<file path="src/rtl/wsf_pkg.sv">
package wsf_pkg;

  // String size and node indexing
  localparam int MaxNodes = 64;
  localparam int NodeW    = $clog2(MaxNodes);
  localparam int CountW   = NodeW + 1;

  // Field and register widths
  localparam int DataW     = 32;
  localparam int PeakW     = 31;
  localparam int CfgDataW  = 32;
  localparam int CfgIdxW   = 2;
  localparam int NodesRegW = 7;
  localparam int CourantW  = 17;
  localparam int StepW     = 16;

  // Datapath widths: Laplacian, 2z - old, coefficient, product, sum
  localparam int FracW = 16;
  localparam int LapW  = DataW + 3;
  localparam int BaseW = DataW + 2;
  localparam int CoefW = CourantW + 1;
  localparam int ProdW = LapW + CoefW;
  localparam int RndW  = ProdW - FracW;
  localparam int SumW  = RndW + 2;

  localparam int CourantMax = 1 << FracW;
  localparam int RoundHalf  = 1 << (FracW - 1);

  localparam logic signed [DataW-1:0] DataMax = {1'b0, {(DataW-1){1'b1}}};
  localparam logic signed [DataW-1:0] DataMin = {1'b1, {(DataW-1){1'b0}}};

  // Register reset values
  localparam logic [NodesRegW-1:0]       NodesReset   = 7'd32;
  localparam logic [CourantW-1:0]        CourantReset = 17'd65536;
  localparam logic signed [DataW-1:0]    ForceReset   = 32'sd655360;

  // Register indexes
  typedef enum logic [CfgIdxW-1:0] {
    CFG_NUM_NODES = 2'd0,
    CFG_COURANT   = 2'd1,
    CFG_FORCE     = 2'd2
  } cfg_idx_t;

  // Read issue tag: issue count, node = count - 1
  typedef struct packed {
    logic              valid;
    logic [CountW-1:0] idx;
  } issue_tag_t;

  // Node tag travelling with the stencil pipeline
  typedef struct packed {
    logic             valid;
    logic [NodeW-1:0] node;
  } node_tag_t;

  // Per-step settings handed to the stencil unit
  typedef struct packed {
    logic signed [CoefW-1:0] coef;
    logic signed [DataW-1:0] force_val;
    logic [NodeW-1:0]        mid;
    logic [NodeW-1:0]        last;
    logic                    force_on;
  } step_cfg_t;

endpackage

</file>
<file path="src/rtl/wsf_row_mem.sv">
module wsf_row_mem (
  input  logic                                 clk,
  input  logic                                 rst,
  input  logic                                 clr,
  input  logic                                 trim,
  input  logic [wsf_pkg::MaxNodes-1:0]         keep,
  input  logic                                 we,
  input  logic [wsf_pkg::NodeW-1:0]            waddr,
  input  logic signed [wsf_pkg::DataW-1:0]     wdata,
  input  logic                                 re,
  input  logic [wsf_pkg::NodeW-1:0]            raddr,
  output logic signed [wsf_pkg::DataW-1:0]     rdata
);

  logic signed [wsf_pkg::DataW-1:0] mem [wsf_pkg::MaxNodes];
  logic [wsf_pkg::MaxNodes-1:0]     vld;
  logic signed [wsf_pkg::DataW-1:0] rd_q;
  logic                             rd_vld;

  // Row storage, one write port
  always_ff @(posedge clk) begin
    if (we) begin
      mem[waddr] <= wdata;
    end
  end

  // Registered read
  always_ff @(posedge clk) begin
    if (re) begin
      rd_q <= mem[raddr];
    end
  end

  // Per-entry valid bits: an entry not written since a reset, a clear or a trim that dropped it reads as rest
  always_ff @(posedge clk) begin
    if (rst || clr) begin
      vld    <= '0;
      rd_vld <= 1'b0;
    end else begin
      if (trim) begin
        vld <= vld & keep;
      end
      if (we) begin
        vld[waddr] <= 1'b1;
      end
      if (re) begin
        rd_vld <= vld[raddr];
      end
    end
  end

  assign rdata = rd_vld ? rd_q : '0;

endmodule

</file>
<file path="config.mk">
export PLATFORM = sky130hd
export DESIGN_NAME = wsf_row_mem
export DESIGN_NICKNAME = d
export VERILOG_FILES = /design/src/rtl/wsf_pkg.sv /design/src/rtl/wsf_row_mem.sv
export SDC_FILE = /design/constraint.sdc
export NUM_CORES = 2
export LEC_CHECK = 0
export ABC_AREA = 1
export BUFFER_PORTS_ARGS = -buffer_cell sky130_fd_sc_hd__clkbuf_2
export CORE_ASPECT_RATIO = 1.4
export CORE_MARGIN = 4
export CORE_UTILIZATION = 40
export DETAILED_ROUTE_END_ITERATION = 16
export GPL_TIMING_DRIVEN = 0
export SLEW_MARGIN = 15
export SYNTH_ARGS = -nofsm -noshare
export SYNTH_HDL_FRONTEND = slang
export SYNTH_SLANG_ARGS = --single-unit
</file>
<file path="constraint.sdc">
create_clock -name clk -period 3.1 [get_ports clk]
set_input_delay 0 -clock clk [delete_from_list [all_inputs] [get_ports clk]]
set_output_delay 0 -clock clk [all_outputs]
set_load 0.01 [all_outputs]
</file>
======== Word level (Yosys, flattened, before mapping) ========
Memory sizes are Yosys's and may differ from the RTL's. A register that Yosys moved wholly into a read port is not among the register bits.
Cells that the tools add are included.
storage, ports and cells
  bits in writable memories ............... 2048
  output and inout bits ................... 32
  memories kept ........................... 1
  bits in registers ....................... 65
  input bits .............................. 114
memories
  memory  words  bits a word  rd ports  clocked after memory_dff  wr ports  line               RTL
  mem     64     32           1         1                         1         wsf_row_mem.sv:15  logic signed [wsf_pkg::DataW-1:0] mem [wsf_pkg::MaxNodes];
cells by class
  magnitude comparators ................... 3
  reduce and logical (&&, ||, !) cells .... 2
  bitwise logic cells ..................... 2
  muxes and demuxes ....................... 10
operators with widths
  cell                                                                number
  two-way mux 64 bit                                                  3
  AND 64 bit                                                          1
  OR 64 bit                                                           1
  two-way mux 32 bit                                                  1
  less-than comparator 6 x 7 -> 1 bit (second input constant)         2
  binary-select mux 1 bit (select 6 bit)                              1
  demux 1 bit (select 6 bit)                                          1
  greater-or-equal comparator 6 x 1 -> 1 bit (second input constant)  1
  two-way mux 1 bit                                                   4
  logical AND 1 bit                                                   1
  logical OR 1 bit                                                    1

======== Logic depth before layout (Yosys ltp) ========
  depth in word-level cells ............... 6
  gate-level depth with buffers ........... 14
  gate-level depth less buffers ........... 11

======== Worst setup path after synthesis ========
Ideal clock, no wire load.
  kind .................................... input to register
  start point ............................. input waddr[3] (netlist name)
  end point ............................... memory mem[26][0] (netlist name) (enable)
  arrival time ............................ 2.096 ns
  path buffers ............................ 0
  slack ................................... 0.581 ns
  data required time ...................... 2.678 ns
  stages .................................. 4
  cell sequence ........................... inv_1 -> nor3_1 -> inv_1 -> nor2_1
RTL lines
  item             line               RTL
  start, declared  wsf_row_mem.sv:8   input logic [wsf_pkg::NodeW-1:0] waddr,
  end, declared    wsf_row_mem.sv:15
No word-level cell before the write port.

======== Worst setup path in the final report ========
  start point ............................. input waddr[1] (netlist name)
  end point ............................... memory mem[35][14] (netlist name) (enable)
No word-level cell before the write port.

==> run summary <==
Status: complete, but fails checks
Failing checks: setup timing
CTS Buf Count: 204
Setup Skew: 0.0506 ns
Sink Count: 2145
Worst Path Arrival: 3.76 ns
Clock Latency Late Sink: 0.91 ns
Max-slew headroom: 1.94%
Via Count: 65000
Worst hold endpoint: vld[18]
First drt pass iteration count: 7
WL/cell: 36.7 um
Initial antenna violation count: 32
Mapped Nets: 6922
Pint: 0.0470 W
DRC Markers: 0
CP dominant cell by count: inv_1
CP max stage cell: nor2_4
Root buf cell: clkbuf_16
Max-cap violations: 0
Area growth syn-to-layout: 19.4%
H-tree depth: 4
R2r endpoint: rd_q[1]
Setup Viol. Count Final: 34
Fin nets: 7590
TritonCTS clock tree: built
Critical path endpoint category: register
Total gr overflow: 0
Worst r2r src: mem[34][1]
Post-layout min period: 3.19 ns
Syn Area/Cell: 12.5 um^2
Largest net degree at the start of global routing: 57
CP required: 3.67 ns
Synthesized instance count: 6808
Depth of the most critical reg-to-reg path: 8
PortBufs: 141
P_leak: 33.8 nW
WL final: 384000 um
Final period util: 103%
Area contributors post-synth: edfxtp_1, o21ai_0, nor2_1
Reg clk slew, reported paths: 0.06 ns
Die ar.: 220000 um^2
Hold path start: keep[18]
Global-route wire length before repair: 509000 um
Initial drt markers: 11400
DIE HEIGHT: 553 um
R2R setup slack: 0.83 ns
P_sw: 0.0154 W
Sequential fraction of the synthesis area: 75.1%
Setup crit start kind: input pin
#FFs+latches synth: 2145
Clock power frac: 40.0%
Vias in the first global route: 60000
Distinct cell type count after synthesis: 22
Switching part of the total power: 24.6%
Family with the most delay on the worst path: buffers and inverters
Worst min-delay path class: in2reg
Place WS: -0.295 ns
Fmax: 0.313 GHz
Netlist Area Pre-Place: 84900 um^2
RePlAce Congestion: 1.09
Critical setup path kind: in2reg
PD cells: 615 nW/um^2
Peak VDD IR: 0.457 mV
Clock tree buffer depth: 4
Fillers: 18600
Antenna Nets Post-Route: 0
Pins Over Slew Limit: 0
Post-synth top area cell: edfxtp_1
WHS: 0.0114 ns
Via-to-Cell Ratio: 6.21
Synth Warn #: 0
CP Max Fanout: 20
Post-route setup slack: -0.0912 ns
Final Hold Fails: 0
Crit-path cells: dlygate4sd3_1 -> clkbuf_2 -> inv_1 -> nor3_1 -> inv_1 -> nor2_1 -> inv_1 -> nor2_4 -> buf_12
Sequential share of power: 51.4%
Post_cts resized: 0
CP max stage delay: 0.86 ns
Post-synth top area share: 73.6%
Total track usage: 34.0%
Share of layout cells above drive strength 1: 11.1%
Measured slew at the worst slew-check pin: 1.47 ns
Rows: 199
CORE AREA: 211000 um^2
Initial Util: 40.3%
Final HPWL DP: 275000 um
Gate power share: 8.6%
Ports: 146
Die W: 397 um
CP Buf/Inv Count: 6
RSZ-0062 raised after global routing: false
Hold path cells: 4
-- Yosys cell counts --
master       n
buf_8        1
a21oi_1     89
nand3_1    466
buf_1       24
dfxtp_1     65
buf_2      143
edfxtp_1  2080
nor3_1      14
clkinv_1     3
inv_2        1
buf_4       27
o21ai_1    121
nand2_1    887
clkbuf_1   258
o21ai_0    942
inv_4        1
clkbuf_2    15
inv_1      125
or2_2        1
o22ai_1    487
buf_6        8
nor2_1    1050
-- cell families (layout without fill, tap and decap cells) --
kind of cell	after synthesis	after routing	share of synthesized area [%]
AND/OR/NAND/NOR	2418	2418	11.4
flip-flops	2145	2145	75.1
AO/OA/AOI/OAI	1639	1639	10.4
buffers and inverters	606	1432	3.12
other	0	17	0
-- metal layers --
metal | vias up | track usage (%) | routed length (um)
met1 | 32000 | 40.5 | 126000
li1 | 26200 | - | -
met2 | 5390 | 52.1 | 171000
met5 | - | 0.0220 | 42
met4 | 6 | 29.8 | 43200
met3 | 1409 | 7.13 | 43800
-- worst min-delay path, stage by stage --
cell and delay (ns):
dlygate4sd3_1 0.53, clkbuf_2 0.11, o21ai_0 0.08, a21oi_1 0.15
-- metrics by stage --
step | area (um^2) | total power (W) | utilization, % | cells | TNS, ns
floorplan | 84900 | 0.0347 | - | 6808 | 0
global placement | 89100 | 0.0375 | 42.3 | 9763 | -5724.12
detailed placement | 93300 | 0.0377 | 44.3 | 9922 | -21.55
CTS | 101000 | 0.0621 | 48.1 | 10400 | 0
global route | 101000 | 0.0635 | 48.1 | 10400 | 0
finish | 101000 | 0.0623 | 48.1 | 10500 | -1.70
-- final cells by class --
cell class | instances | area, um^2 | area share [%]
Antenna cell | 17 | 42.5 | 0.0420
Buffer | 476 | 2170 | 2.14
Clock buffer | 239 | 5240 | 5.17
Clock inverter | 125 | 1170 | 1.15
Inverter | 130 | 490 | 0.484
Multi-Input combinational cell | 4057 | 19000 | 18.7
Sequential cell | 2145 | 63800 | 62.9
Tap cell | 2814 | 3520 | 3.47
Timing Repair Buffer | 462 | 5990 | 5.91
-- repair_timing --
item                                     CTS  global route
hold buffers                             162             0
hold endpoints to repair                1554             0
buffers inserted                           0             0
endpoints found under the setup margin     0             0
-- cell usage in the layout, fill, tap and decap left out, types with 89 or more instances in the layout --
cell type	n
nand3_1	466
o22ai_1	487
o21ai_1	121
nand2_1	887
clkbuf_2	131
inv_1	125
buf_2	143
o21ai_0	942
buf_12	106
dlygate4sd3_1	162
nor2_1	986
a21oi_1	89
clkbuf_1	286
clkbuf_16	204
edfxtp_1	2080
-- state kept, by name, summed over array words and instances, names as in the netlist --
register / flops
mem: 2048
rd_vld: 1
vld: 64
rd_q: 32
-- power by group through the flow --
stage	clock network [W]	registers, W	logic (W)
floorplan	0	0.0327	0.00198
global placement	0	0.0328	0.00472
detailed placement	0	0.0327	0.00499
CTS	0.0249	0.0321	0.00511
global route	0.0261	0.0321	0.00540
finish	0.0249	0.0321	0.00536
-- worst max path at each step --
stage                     slack (ns)     endpoint      from  depth (start not counted)
after floorplan                 0.58   mem[26][0]  waddr[3]                          4
after global placement         -3.53  mem[57][13]  waddr[0]                          7
after detailed placement       -0.29     rd_q[22]  raddr[3]                          8
after CTS                       0.16   mem[35][7]  waddr[1]                          9
after global routing            0.02   mem[35][0]  waddr[1]                          9
final                          -0.09  mem[35][14]  waddr[1]                          9
Note: power is estimated with default switching activity, not from simulation.
