===== src/rtl/wsf_pkg.sv =====
package wsf_pkg;

  // String size and node indexing
  localparam int MaxNodes = 64;
  localparam int NodeW    = $clog2(MaxNodes);
  localparam int CountW   = NodeW + 1;

  // Field and register widths
  localparam int DataW     = 32;
  localparam int PeakW     = 31;
  localparam int CfgDataW  = 32;
  localparam int CfgIdxW   = 2;
  localparam int NodesRegW = 7;
  localparam int CourantW  = 17;
  localparam int StepW     = 16;

  // Datapath widths: Laplacian, 2z - old, coefficient, product, sum
  localparam int FracW = 16;
  localparam int LapW  = DataW + 3;
  localparam int BaseW = DataW + 2;
  localparam int CoefW = CourantW + 1;
  localparam int ProdW = LapW + CoefW;
  localparam int RndW  = ProdW - FracW;
  localparam int SumW  = RndW + 2;

  localparam int CourantMax = 1 << FracW;
  localparam int RoundHalf  = 1 << (FracW - 1);

  localparam logic signed [DataW-1:0] DataMax = {1'b0, {(DataW-1){1'b1}}};
  localparam logic signed [DataW-1:0] DataMin = {1'b1, {(DataW-1){1'b0}}};

  // Register reset values
  localparam logic [NodesRegW-1:0]       NodesReset   = 7'd32;
  localparam logic [CourantW-1:0]        CourantReset = 17'd65536;
  localparam logic signed [DataW-1:0]    ForceReset   = 32'sd655360;

  // Register indexes
  typedef enum logic [CfgIdxW-1:0] {
    CFG_NUM_NODES = 2'd0,
    CFG_COURANT   = 2'd1,
    CFG_FORCE     = 2'd2
  } cfg_idx_t;

  // Read issue tag: issue count, node = count - 1
  typedef struct packed {
    logic              valid;
    logic [CountW-1:0] idx;
  } issue_tag_t;

  // Node tag travelling with the stencil pipeline
  typedef struct packed {
    logic             valid;
    logic [NodeW-1:0] node;
  } node_tag_t;

  // Per-step settings handed to the stencil unit
  typedef struct packed {
    logic signed [CoefW-1:0] coef;
    logic signed [DataW-1:0] force_val;
    logic [NodeW-1:0]        mid;
    logic [NodeW-1:0]        last;
    logic                    force_on;
  } step_cfg_t;

endpackage


===== src/rtl/wsf_stencil.sv =====
module wsf_stencil (
  input  logic                             clk,
  input  logic                             rst,
  input  logic                             adv,
  input  wsf_pkg::issue_tag_t              tag_in,
  input  logic signed [wsf_pkg::DataW-1:0] now_rd,
  input  logic signed [wsf_pkg::DataW-1:0] bef_rd,
  input  wsf_pkg::step_cfg_t               cfg,
  output wsf_pkg::node_tag_t               tag_out,
  output logic signed [wsf_pkg::DataW-1:0] res_out,
  output logic                             busy
);

  // Stage 2: three-tap window and old value
  logic signed [wsf_pkg::DataW-1:0] wp, wc, wn, bd;
  wsf_pkg::node_tag_t               t2;
  // Stage 3: Laplacian and 2z - old
  logic signed [wsf_pkg::LapW-1:0]  lap3;
  logic signed [wsf_pkg::BaseW-1:0] base3;
  wsf_pkg::node_tag_t               t3;
  logic                             edge3, frc3;
  // Stage 4: product
  logic signed [wsf_pkg::ProdW-1:0] prod4;
  logic signed [wsf_pkg::BaseW-1:0] base4;
  wsf_pkg::node_tag_t               t4;
  logic                             edge4, frc4;
  // Stage 4 combinational sum
  logic signed [wsf_pkg::ProdW-1:0] prod_rnd;
  logic signed [wsf_pkg::RndW-1:0]  rnd;
  logic signed [wsf_pkg::SumW-1:0]  sum;
  logic signed [wsf_pkg::DataW-1:0] sat;

  // Valid flags
  always_ff @(posedge clk) begin
    if (rst) begin
      t2.valid      <= 1'b0;
      t3.valid      <= 1'b0;
      t4.valid      <= 1'b0;
      tag_out.valid <= 1'b0;
    end else if (adv) begin
      t2.valid      <= tag_in.valid && (tag_in.idx != '0);
      t3.valid      <= t2.valid;
      t4.valid      <= t3.valid;
      tag_out.valid <= t4.valid;
    end
  end

  // Window shifts in one node per issue
  always_ff @(posedge clk) begin
    if (adv && tag_in.valid) begin
      wp <= wc;
      wc <= wn;
      wn <= now_rd;
      bd <= bef_rd;
    end
  end

  // Payload stages
  always_ff @(posedge clk) begin
    if (adv) begin
      t2.node      <= wsf_pkg::NodeW'(tag_in.idx - 1'b1);
      // stencil terms
      lap3         <= wsf_pkg::LapW'(wp) - (wsf_pkg::LapW'(wc) <<< 1) + wsf_pkg::LapW'(wn);
      base3        <= (wsf_pkg::BaseW'(wc) <<< 1) - wsf_pkg::BaseW'(bd);
      t3.node      <= t2.node;
      edge3        <= (t2.node == '0) || (t2.node == cfg.last);
      frc3         <= cfg.force_on && (t2.node == cfg.mid);
      // shared multiplier
      prod4        <= wsf_pkg::ProdW'(lap3 * cfg.coef);
      base4        <= base3;
      t4.node      <= t3.node;
      edge4        <= edge3;
      frc4         <= frc3;
      // rounded, summed, saturated
      res_out      <= edge4 ? '0 : sat;
      tag_out.node <= t4.node;
    end
  end

  // Round half up, add terms, saturate
  always_comb begin
    prod_rnd = prod4 + wsf_pkg::ProdW'(wsf_pkg::RoundHalf);
    rnd      = wsf_pkg::RndW'(prod_rnd >>> wsf_pkg::FracW);
    sum      = wsf_pkg::SumW'(rnd) + wsf_pkg::SumW'(base4)
             + (frc4 ? wsf_pkg::SumW'(cfg.force_val) : '0);
    if (sum > wsf_pkg::SumW'(wsf_pkg::DataMax)) begin
      sat = wsf_pkg::DataMax;
    end else if (sum < wsf_pkg::SumW'(wsf_pkg::DataMin)) begin
      sat = wsf_pkg::DataMin;
    end else begin
      sat = wsf_pkg::DataW'(sum);
    end
  end

  assign busy = t2.valid || t3.valid || t4.valid || tag_out.valid;

endmodule


===== config.mk =====
export PLATFORM = sky130hd
export DESIGN_NAME = wsf_stencil
export DESIGN_NICKNAME = d
export VERILOG_FILES = /design/src/rtl/wsf_pkg.sv /design/src/rtl/wsf_stencil.sv
export SDC_FILE = /design/constraint.sdc
export NUM_CORES = 2
export LEC_CHECK = 0
export ABC_AREA = 0
export BUFFER_PORTS_ARGS = -buffer_cell sky130_fd_sc_hd__buf_4
export CAP_MARGIN = 40
export CORE_ASPECT_RATIO = 1.25
export CORE_MARGIN = 2
export CORE_UTILIZATION = 60
export CTS_CLUSTER_DIAMETER = 80
export DETAILED_ROUTE_END_ITERATION = 16
export GPL_ROUTABILITY_DRIVEN = 1
export PLACE_DENSITY = 0.84
export SLEW_MARGIN = 20
export SYNTH_ARGS = -nofsm -noshare
export SYNTH_HDL_FRONTEND = slang
export SYNTH_SLANG_ARGS = --single-unit

===== constraint.sdc =====
create_clock -name clk -period 10.2 [get_ports clk]
set_clock_uncertainty 0.15 [all_clocks]
set_input_delay 0.51 -clock clk [delete_from_list [all_inputs] [get_ports clk]]
set_output_delay 0.51 -clock clk [all_outputs]
set_load 0.01 [all_outputs]

---- Word level (Yosys, flattened, before mapping) ----
Index checks and enable logic that the tools add are counted.
storage, ports and cells
  register bits ........................... 348
  input bits .............................. 138
  output and inout bits ................... 40
  logic and storage cells ................. 47
operators by class
  add/sub/neg operators ................... 7
  multipliers ............................. 1
  order comparisons ....................... 2
  equality and inequality tests ........... 2
  multiplexer cells ....................... 3
  reductions and logical operators ........ 10
operators with widths
  operator                                                                           count
  53-bit by 17-bit adder with 53-bit output, second input constant                   1
  35-bit by 18-bit multiplier with 53-bit output                                     1
  39-bit adder                                                                       1
  39-bit by 32-bit greater-than comparator with 1-bit output, second input constant  1
  39-bit by 32-bit < comparator with 1-bit output, second input constant             1
  39-bit 2-to-1 mux                                                                  1
  37-bit by 34-bit adder with 38-bit output                                          1
  34-bit by 32-bit adder with 35-bit output                                          1
  32-bit by 33-bit subtractor with 34-bit output                                     1
  33-bit by 32-bit subtractor with 34-bit output                                     1
  32-bit 2-to-1 mux                                                                  1
  31-bit 2-to-1 mux                                                                  1
  6-bit equality test                                                                2
  7-bit nonzero test                                                                 1
  6-bit zero test                                                                    1
  6-bit by 1-bit subtractor with 6-bit output, second input constant                 1
  1-bit logical OR                                                                   4
  1-bit logical AND                                                                  3
  2-bit OR reduction                                                                 1

---- Longest topological paths before layout ----
  depth after elaboration ................. 6
  gate-level depth with buffers ........... 32

---- Least setup slack after synthesis ----
Ideal clock, no wire load.
  kind .................................... input to register
  start point ............................. input port cfg[51] (netlist name)
  end point ............................... register prod4[52] (netlist name) (data pin)
  arrival time ............................ 6674 ps
  data required time ...................... 9790 ps
  slack ................................... 3116 ps
  stages on the path ...................... 24
  path buffers ............................ 2
  cells stage by stage .................... clkbuf_1 > clkbuf_1 > nand2_1 > fa_1 > inv_1 > fa_1 > fa_1 > fa_1 > inv_1 > fa_1 > inv_1 > fa_1 > ha_1 > a21oi_1 > o21ai_0 > nor3_1 > a21oi_1 > a31oi_1 > o21a_1 > o21a_1 > o32ai_1 > a221oi_1 > o221ai_1 > xnor2_1
between the ends
  cells in the longest elaborated chain, start to end .. 1
RTL lines
  item                                            line               text
  start: declaration                              wsf_stencil.sv:8   input wsf_pkg::step_cfg_t cfg,
  35-bit by 18-bit multiplier with 53-bit output  wsf_stencil.sv:69  prod4 <= wsf_pkg::ProdW'(lap3 * cfg.coef);
  end signal: assignment                          wsf_stencil.sv:69
  end: declaration                                wsf_stencil.sv:23  logic signed [wsf_pkg::ProdW-1:0] prod4;
Every way passes these cells.
A chain may end at the register's enable or synchronous reset.

---- Worst setup path in the final report ----
  start point ............................. register lap3[11] (netlist name)
  end point ............................... register prod4[52] (netlist name) (data pin)
between the ends
  cells in the longest elaborated chain, start to end .. 1
RTL lines
  item                                            line               text
  start: declaration                              wsf_stencil.sv:18  logic signed [wsf_pkg::LapW-1:0] lap3;
  start signal: assignment                        wsf_stencil.sv:63  lap3 <= wsf_pkg::LapW'(wp) - (wsf_pkg::LapW'(wc) <<< 1) + wsf_pkg::LapW'(wn);
  35-bit by 18-bit multiplier with 53-bit output  wsf_stencil.sv:69
Every way passes these cells.

==> results.cfg <==
[yosys]
avgSynthCellArea_sq_um = 10.06
synth.cell_area_sq_um = 39970
number_of_flops_mapped_to_enable_cells_by_yosys = 329
yosysSeqAreaShare = 0.2492
synth-seq-cells = 333
synth_warnings = 0
synthesis.nets = 5013
synth.top_cell.area_share = 0.3181
synth_cell_type_count = 66
synth_top_cells_by_area = fa_1, edfxtp_1, ha_1
main_flop_type_after_synthesis = edfxtp_1
postSynth.asyncResetShare = 0
post-synth-top-area-cell = fa_1
synth_cells = 3971

[setup_path]
reg2reg_slack_ns = 2.11
timing.critical_path.from_type = flop
critical_path.n_buffers_inverters = 3
cp.required_ns = 10.33
critPathArrivalTime_ns = 8.22
timing.critical_path.fanout_max = 18
critical_path_s_most_frequent_cell = fa_1
r2r_cells = 22
critical_path_depth = 22
critical_path.cell_chain = nand2_1, fa_1, inv_1, fa_1, fa_1, fa_1, inv_1, fa_1, inv_1, fa_1, ha_1, a21oi_1, o21ai_0, nor3_1, a21oi_1, a31oi_1, o21a_1, o21a_1, o32ai_1, a221oi_1, o221ai_1, xnor2_1
critical-path-top-delay-family = adder cells
crit_path_start = lap3[11]
r2r-end = prod4[52]
critical_path.slowest_cell = edfxtp_1
worstSetupEndpointType = flop
r2r_start = lap3[11]
timing_worst_setup_path_type = flop to flop
cpPeakStageDelay_ns = 0.88

[die]
dieArea_sq_um = 68700
floorplan.initialDensity = 0.6072
placementRows = 105
fp.dieW_um = 234.8
floorplan.die.height_um = 292.6
design.portCount = 178
fp.coreArea_sq_um = 65820

[worst_hold_path]
timing.hold.worst_path_depth = 1
hold_path.startpoint = now_rd[11]
hold_path_end = wn[11]
hold_class = primary input to flop

[detailed_routing]
route.vias.total = 28940
detailedRoute.firstPassIterationCount = 6
routed_via_density = 5.782
drt_first_iter_violations = 1998
detail_route.drc_violations = 0
wl_per_cell_um = 19.88
antenna_violating_nets_left = 0
routed_wirelength_mm = 99.51

[sta]
fmax_ghz = 0.1236
final_hold_viol_count = 0
max_slew.worst_pin.slew_ns = 0.8735
totalNegativeSetupSlack_ns = 0
report.final.slew_viol_count = 0
setup_violations = 0
worst_slew_margin_rel = 0.4177
period_needed_ns = 8.093
portion_of_the_clock_cycle_consumed_by_the_worst_path_in_the_final_layout = 0.7935
grt_setup_unrepaired = false

[grt]
vias_in_the_first_global_route = 31319
grt_start_max_net_pins = 73
grt_pass1_wl_mm = 160.4
global_route.usage.total = 0.2962
globalRoute.totalOverflow = 0
grt_antenna_before_repair = 0

[clocking]
post_cts_resize_count = 0
clk_latency_ns = 0.54
clock_tree.root_cell = clkbuf_16
cts-htree-levels = 2
tritoncts = built
clock_sinks = 333
clkSlewWorstSetupHoldPaths_ns = 0.07
cts-buffers-inserted = 34
clockBufferDepth = 3

[final_layout]
post_route_cells_drive_above_1_share = 0.06700
final.fill_count = 4815
layout.area.seq_sq_um = 9960
nNetsFinal = 5167
areaGrowthSynthToFinish_pct = 9.862
antenna-diode-count = 0
multi_input_area_sq_um = 26450

[place]
dp_hpwl_mm = 75.61
gp_routability_congestion = 0.9282
total_of_buffers_placed_on_input_and_output_ports = 177

[status]
result_of_the_run = finished, final reports clean

[flow_run]
maxCapViolations = 0
## logic make-up (layout without fill, tap and decap cells)
kind of cell               Yosys count  after routing  share of synthesized area
and+or+nand+nor                   1070           1070                     0.1277
buffers and inverters              943           1121                    0.08916
adders and majority gates          904            904                     0.4023
AOI/OAI and AO/OA                  493            493                    0.08149
DFF                                333            333                     0.2492
xor gates and xnor gates           221            221                    0.04843
muxes                                7              7                   0.001753
## how the worst max path moves through the flow
| stage | endpoint | slack (ns) |
|---|---|---|
| global placement | res_out[3] | 2.39 |
| detailed placement | prod4[52] | 2.30 |
| finish | prod4[52] | 2.11 |
| global route | prod4[52] | 1.86 |
| CTS | prod4[52] | 2.22 |
| floorplan | prod4[52] | 3.12 |
## cell usage after synthesis, types with 6 or more instances
library cell / count
inv_1: 791
fa_1: 635
nand2_1: 521
edfxtp_1: 329
ha_1: 269
and2_1: 198
xnor2_1: 157
clkbuf_1: 148
a21oi_1: 139
nor2_1: 98
a21o_1: 82
o21ai_0: 81
nand2b_1: 64
xor2_1: 64
nand3_1: 52
o31ai_1: 34
nor3_1: 27
o21bai_1: 27
o21a_1: 25
nor2b_1: 24
and3_1: 23
nand4_1: 21
a211oi_1: 18
o211ai_1: 14
and4_1: 12
a2111oi_0: 8
a31oi_1: 8
a221oi_1: 7
mux2i_1: 7
or3_1: 6
## registers in the layout, summed over array words and instances (netlist names)
register,flops
frc3,1
t4,7
wp,32
prod4,38
t2,7
wn,32
frc4,1
base3,34
res_out,32
lap3,35
t3,7
edge3,1
edge4,1
bd,32
tag_out,7
base4,34
wc,32
## layout by cell type, fill, tap and decap left out, types with 6 or more instances in the layout
cell type and n:
a2111oi_0 8, a211oi_1 18, clkinv_1 6, edfxtp_1 329, or3_1 6, buf_8 7
o31ai_1 34, and2_1 197, a31oi_1 7, o21ai_0 81, nor2b_1 24, mux2i_1 7
o21bai_1 27, buf_4 195, a221oi_1 7, a21oi_1 139, and3_1 23, nor3_1 27
o21a_1 25, clkbuf_16 35, a21o_1 82, dlygate4sd3_1 63, fa_1 635, bufinv_16 6
nand4_1 21, xor2_1 64, xnor2_1 157, nand2_1 521, ha_1 269, nor2_1 98
and4_1 12, inv_1 791, clkbuf_1 7, o211ai_1 14, nand2b_1 64, nand3_1 52
## area by class of cell
class                           count  share of cell area
Timing Repair Buffer              270             0.05238
Clock inverter                     18            0.005785
Inverter                          791             0.06762
Clock buffer                       42             0.02055
Multi-Input combinational cell   2695              0.6024
Tap cell                          856             0.02439
Sequential cell                   333              0.2268
## routing by layer
metal  share of wire  GRT usage  vias up
met5               0          0        -
met4           0.062     0.1698        0
met3           0.064    0.03779      403
met2            0.52     0.5339     1294
met1            0.35     0.3393    14402
li1                -          -    12841
## stage by stage
step / worst slack, ns / hold slack [ns] / util / std cells / instance area [sq um]
floorplan: 3.116 / 0.2503 / - / 3971 / 39970
global placement: 2.387 / 0.2507 / 0.6370 / 4871 / 41930
detailed placement: 2.297 / 0.2545 / 0.6377 / 4874 / 41980
CTS: 2.220 / 0.000002054 / 0.6649 / 4997 / 43760
global route: 1.856 / 0.003222 / 0.6671 / 5005 / 43910
finish: 2.107 / 0.01045 / 0.6671 / 5005 / 43910
## timing repair
action | in CTS | in global routing
hold buffers | 63 | 0
endpoints found under the hold margin | 64 | 0
buffers inserted | 0 | 0
endpoints found under the setup margin | 0 | 0
Power is left out: the tool's default activity adds up to more than one toggle a clock period on the data nets, which glitch-free logic cannot reach.
